--- src/plucked_string_synth_assert.svh ---
// Assertion shorthands shared by the RTL. Each expects clk and arst_n in scope.
`ifndef PLUCKED_STRING_SYNTH_ASSERT_SVH
`define PLUCKED_STRING_SYNTH_ASSERT_SVH

// The consequent must hold in the same cycle as the antecedent.
`define PSS_ASSERT_IMP(label, ante, cons, msg) \
	label: assert property (@(posedge clk) disable iff (!arst_n) (ante) |-> (cons)) \
		else $error(msg);

// The consequent must hold in the cycle after the antecedent.
`define PSS_ASSERT_NXT(label, ante, cons, msg) \
	label: assert property (@(posedge clk) disable iff (!arst_n) (ante) |=> (cons)) \
		else $error(msg);

`endif

--- src/pss_pkg.sv ---
package pss_pkg;

	localparam int unsigned PERIOD_W   = 12;
	localparam int unsigned NOTE_W     = 24;
	localparam int unsigned DAMP_W     = 16;
	localparam int unsigned SAMPLE_W   = 16;
	localparam int unsigned CFG_IDX_W  = 2;
	localparam int unsigned CFG_DATA_W = 24;

	localparam logic [CFG_IDX_W-1:0] REG_PERIOD_LENGTH = 2'd0;
	localparam logic [CFG_IDX_W-1:0] REG_NOTE_LENGTH   = 2'd1;
	localparam logic [CFG_IDX_W-1:0] REG_DAMPING       = 2'd2;

	localparam logic [PERIOD_W-1:0] PERIOD_RST = 12'd441;
	localparam logic [NOTE_W-1:0]   NOTE_RST   = 24'd132300;
	localparam logic [DAMP_W-1:0]   DAMP_RST   = 16'd65274;

	typedef logic signed [SAMPLE_W-1:0] sample_t;

	typedef struct packed {
		logic [PERIOD_W-1:0] period_length;
		logic [NOTE_W-1:0]   note_length;
		logic [DAMP_W-1:0]   damping;
	} cfg_t;

	// Average of two samples scaled by an unsigned Q0.16 gain, truncated
	// toward zero and saturated to the sample range.
	function automatic sample_t damped_average(sample_t a, sample_t b, logic [DAMP_W-1:0] gain);
		logic signed [16:0] sum;
		logic signed [33:0] prod;
		logic signed [33:0] biased;
		logic signed [16:0] q;
		sample_t            res;
		sum    = {a[15], a} + {b[15], b};
		prod   = 34'(sum) * 34'($signed({1'b0, gain}));
		biased = prod + (prod[33] ? 34'sd131071 : 34'sd0);
		q      = biased[33:17];
		if (q[16] != q[15]) begin
			res = q[16] ? 16'sh8000 : 16'sh7fff;
		end else begin
			res = q[15:0];
		end
		return res;
	endfunction

endpackage

--- src/pss_cfg_if.sv ---
interface pss_cfg_if;
	logic                              valid;
	logic                              ready;
	logic [pss_pkg::CFG_IDX_W-1:0]     index;
	logic [pss_pkg::CFG_DATA_W-1:0]    data;

	modport source(output valid, output index, output data, input ready);
	modport sink(input valid, input index, input data, output ready);
endinterface

--- src/pss_cfg_regs.sv ---
module pss_cfg_regs (
	input  logic          clk,
	input  logic          arst_n,
	pss_cfg_if.sink       cfg,
	output pss_pkg::cfg_t regs
);

	pss_pkg::cfg_t regs_q;

	assign cfg.ready = 1'b1;
	assign regs      = regs_q;

	always_ff @(posedge clk or negedge arst_n) begin
		if (!arst_n) begin
			regs_q.period_length <= pss_pkg::PERIOD_RST;
			regs_q.note_length   <= pss_pkg::NOTE_RST;
			regs_q.damping       <= pss_pkg::DAMP_RST;
		end else if (cfg.valid) begin
			case (cfg.index)
				pss_pkg::REG_PERIOD_LENGTH: begin
					regs_q.period_length <= cfg.data[pss_pkg::PERIOD_W-1:0];
				end
				pss_pkg::REG_NOTE_LENGTH: begin
					regs_q.note_length <= cfg.data[pss_pkg::NOTE_W-1:0];
				end
				pss_pkg::REG_DAMPING: begin
					regs_q.damping <= cfg.data[pss_pkg::DAMP_W-1:0];
				end
				default: begin
					regs_q <= regs_q;
				end
			endcase
		end
	end

endmodule
--- src/flat_wrapper.sv ---
// flat-port wrapper written by rule: the top's interface ports become plain ports
module pss_cfg_regs_flat 
  (clk, arst_n, regs, cfg_valid, cfg_index, cfg_data, cfg_ready);
  pss_cfg_if cfg_i ();
  input  logic clk;
  input  logic arst_n;
  output pss_pkg::cfg_t regs;
  input wire logic [$bits(cfg_i.valid)-1:0] cfg_valid;
  input wire logic [$bits(cfg_i.index)-1:0] cfg_index;
  input wire logic [$bits(cfg_i.data)-1:0] cfg_data;
  output wire logic [$bits(cfg_i.ready)-1:0] cfg_ready;
  assign cfg_i.valid = cfg_valid;
  assign cfg_i.index = cfg_index;
  assign cfg_i.data = cfg_data;
  assign cfg_ready = cfg_i.ready;
  pss_cfg_regs u_core (.clk(clk), .arst_n(arst_n), .cfg(cfg_i), .regs(regs));
endmodule
--- config.mk ---
export PLATFORM = sky130hd
export DESIGN_NAME = pss_cfg_regs_flat
export DESIGN_NICKNAME = d
export VERILOG_FILES = /design/src/plucked_string_synth_assert.svh /design/src/pss_pkg.sv /design/src/pss_cfg_if.sv /design/src/pss_cfg_regs.sv /design/src/flat_wrapper.sv
export SDC_FILE = /design/constraint.sdc
export NUM_CORES = 1
export LEC_CHECK = 0
export BUFFER_PORTS_ARGS = -buffer_cell sky130_fd_sc_hd__buf_2
export CAP_MARGIN = 20
export CORE_MARGIN = 2
export CORE_UTILIZATION = 40
export CTS_CLUSTER_DIAMETER = 150
export DETAILED_ROUTE_END_ITERATION = 7
export PLACE_DENSITY = 0.68
export SLEW_MARGIN = 5
export SYNTH_ARGS = -nofsm -noshare
export SYNTH_HDL_FRONTEND = slang
export SYNTH_SLANG_ARGS = --single-unit
--- constraint.sdc ---
create_clock -name clk -period 0.9 [get_ports clk]
set_input_delay 0.27 -clock clk [delete_from_list [all_inputs] [get_ports clk]]
set_output_delay 0.27 -clock clk [all_outputs]
set_load 0.1 [all_outputs]
==> out/metrics.yaml <==
status: "finished, violations left"
violations: "setup timing"
drt_first_pass_iters: 4
placedInstanceArea_um2: 3690
gp_routability_congestion: 0.695
critPathRequiredTime_ps: 630
design.core.area_um2: 4820
numCtsBuffers: 5
detailroute.via_count: 1379
layout-area-overhead-vs-synth_pct: 99.2
cts-htree-levels: 2
drc: 0
crit_path_start_kind: "flop"
cp_cell_sequence: "buf_12"
crit_start: "u_core.regs[40]"
min_period_ps: 1400
hold_viol_final: 0
cp_top_family: "flip-flops"
cp_num_buf_inv: 1
most-common-layout-cells: "buf_12, mux2_4, dfrtp_4, buf_2, dfstp_4"
timing_worst_setup_path_type: "reg2out"
first_pass_grt_wire_length_mm: 8.49
lkg_pwr_nw: 1.87
tritoncts_num_sinks: 52
netSwitchingPower_w: 0.00524
combined_area_of_the_multi_input_logic_cells_um2: 843
synthesis.area_per_instance_um2: 18.0
routed.top_layer: "met4"
worstSkewPairLatency_ps: 300
cp_slowest_cell: "dfstp_4"
dp.cells: 263
design.die.area_um2: 5670
comb_power_share_pct: 55.6
die_w_um: 75.3
grt_start_max_net_pins: 53
totalWireLength_mm: 5.83
synth_warnings: 0
fin_cells: 285
synth_seq_cells: 52
synth.net_count: 142
worstHoldEndpoint: "u_core.regs[32]"
pre_cts_slack_ps: -414
finalSetupViolations: 70
skew_ps: 0
vdd_ir_drop_max_mv: 1.86
die_h_um: 75.3
io-pin-count: 82
hold_class: "in2reg"
number_of_global_route_vias_before_repair: 1544
seqPwrFrac_pct: 32.4
cellPowerDensity_nw_per_um2: 2880
min_period_over_period_pct: 155
layout_cell_share_with_drive_strength_beyond_1_pct: 98.6
mostFrequentLayoutCell: "buf_12"
met2_wirelength_mm: 3.15
synth_cells: 113
core.rowCount: 25
seqCellArea_um2: 1530
start_util_pct: 42.2
layout_setup_ws_ps: -498
critical_path_peak_fanout: 2
detail_route.wl_per_cell_um: 20.5
yosysSeqAreaShare_pct: 65.5
fin_util_pct: 84.1
cts_max_path_buffers: 2
worstReg2RegStart: "u_core.regs[49]"
synth.cell_area_um2: 2030
worstRegToRegCells: 2
root_buffer: "clkbuf_8"
flip_flop_count_of_the_largest_register_all_copies_and_words_added: 52
hold-path-cell-count: 2
drv_slew: 0
p_int_w: 0.00643
tritoncts: "built"
worst_hold_slack_ps: 195
clock.fmax_mhz: 715
slowest_delay_ps: 650
met3_wirelength_um: 370
rsz0062_at_grt: "true"
worst-r2r-setup-slack_ps: -100
detail_route.vias_per_cell: 4.84
timing.critical_path.arrival_ps: 1130
num-fill-cells: 231
end_kind: "output pin"
dr.first_iter.drc_count: 65
cts.clk_slew.worst_paths_ps: 100
dp_hpwl_mm: 3.74
synth_cell_types: 9
max_cap_viol_count: 0
wl_met1_mm: 2.25
io_buffer_count: 80
track_usage_pct: 20.8
grt_antenna_before_repair: 0
overflow: 0
r2r_end: "u_core.regs[49]"
ant_nets: 0
num-nets-final: 246
netSwitchingFraction_pct: 44.9
number_of_diodes: 0
postLayoutCellArea_um2: 4050
power.share.clock_pct: 12.0
min_from: "cfg_data[16]"
area by class of cell:
type	instances	share of cell area [%]
flip-flops and latches	52	37.7
repair buffers	102	37.1
multi-input cells	56	20.8
clock buffers	7	2.13
well taps	67	2.07
clock inverters	1	0.185
per-stage QoR:
step                TNS, ps  total power, W
floorplan            -10750         0.00757
global placement     -18860         0.00989
detailed placement   -20410          0.0100
CTS                  -22680          0.0116
global route         -24010          0.0120
finish               -22430          0.0117
layer usage:
metal | track usage, % | vias up
met2 | 34.7 | 54
li1 | - | 604
met3 | 7.01 | 6
met5 | 0 | -
met4 | 4.09 | 0
met1 | 26.9 | 715
cells in the mapped netlist:
cell,n,area share [%]
buf_4,1,0.37
buf_6,4,2.2
conb_1,1,0.18
dfrtp_1,27,33
dfstp_2,25,32
mux2_1,1,0.55
mux2_2,51,28
nand3b_4,2,2.0
nor3b_4,1,0.92
power groups by stage:
stage / Sequential [W] / Clock, W / Combinational (W)
after detailed placement: 0.00381 / 0 / 0.00620
after floorplan: 0.00690 / 0 / 0.000662
after CTS: 0.00377 / 0.00141 / 0.00642
after global placement: 0.00376 / 0 / 0.00613
final: 0.00378 / 0.00140 / 0.00649
after global routing: 0.00384 / 0.00151 / 0.00664
how the worst max path moves through the flow:
stage / endpoint / slack (ps) / depth (start not counted)
global placement: u_core.regs[51] / -360 / 4
detailed placement: u_core.regs[51] / -410 / 4
finish: regs[40] / -500 / 1
floorplan: u_core.regs[41] / -190 / 3
CTS: regs[26] / -500 / 1
global route: regs[40] / -520 / 1
cells by family after synthesis:
group / share of synthesized area (%)
muxes: 28.8
DFF: 65.5
buffers and inverters: 2.58
and+or+nand+nor: 2.89
other: 0.184
what timing repair did:
| action | in CTS | in global routing |
|---|---|---|
| pin swaps | 1 | 1 |
| cloned | 1 | 2 |
| hold buffers | 1 | 0 |
| setup endpoints to repair | 75 | 73 |
| endpoints found under the hold margin | 27 | 0 |
| buffers inserted | 10 | 6 |
| gates resized for setup | 23 | 19 |
Note: power is estimated with default switching activity, not from simulation.
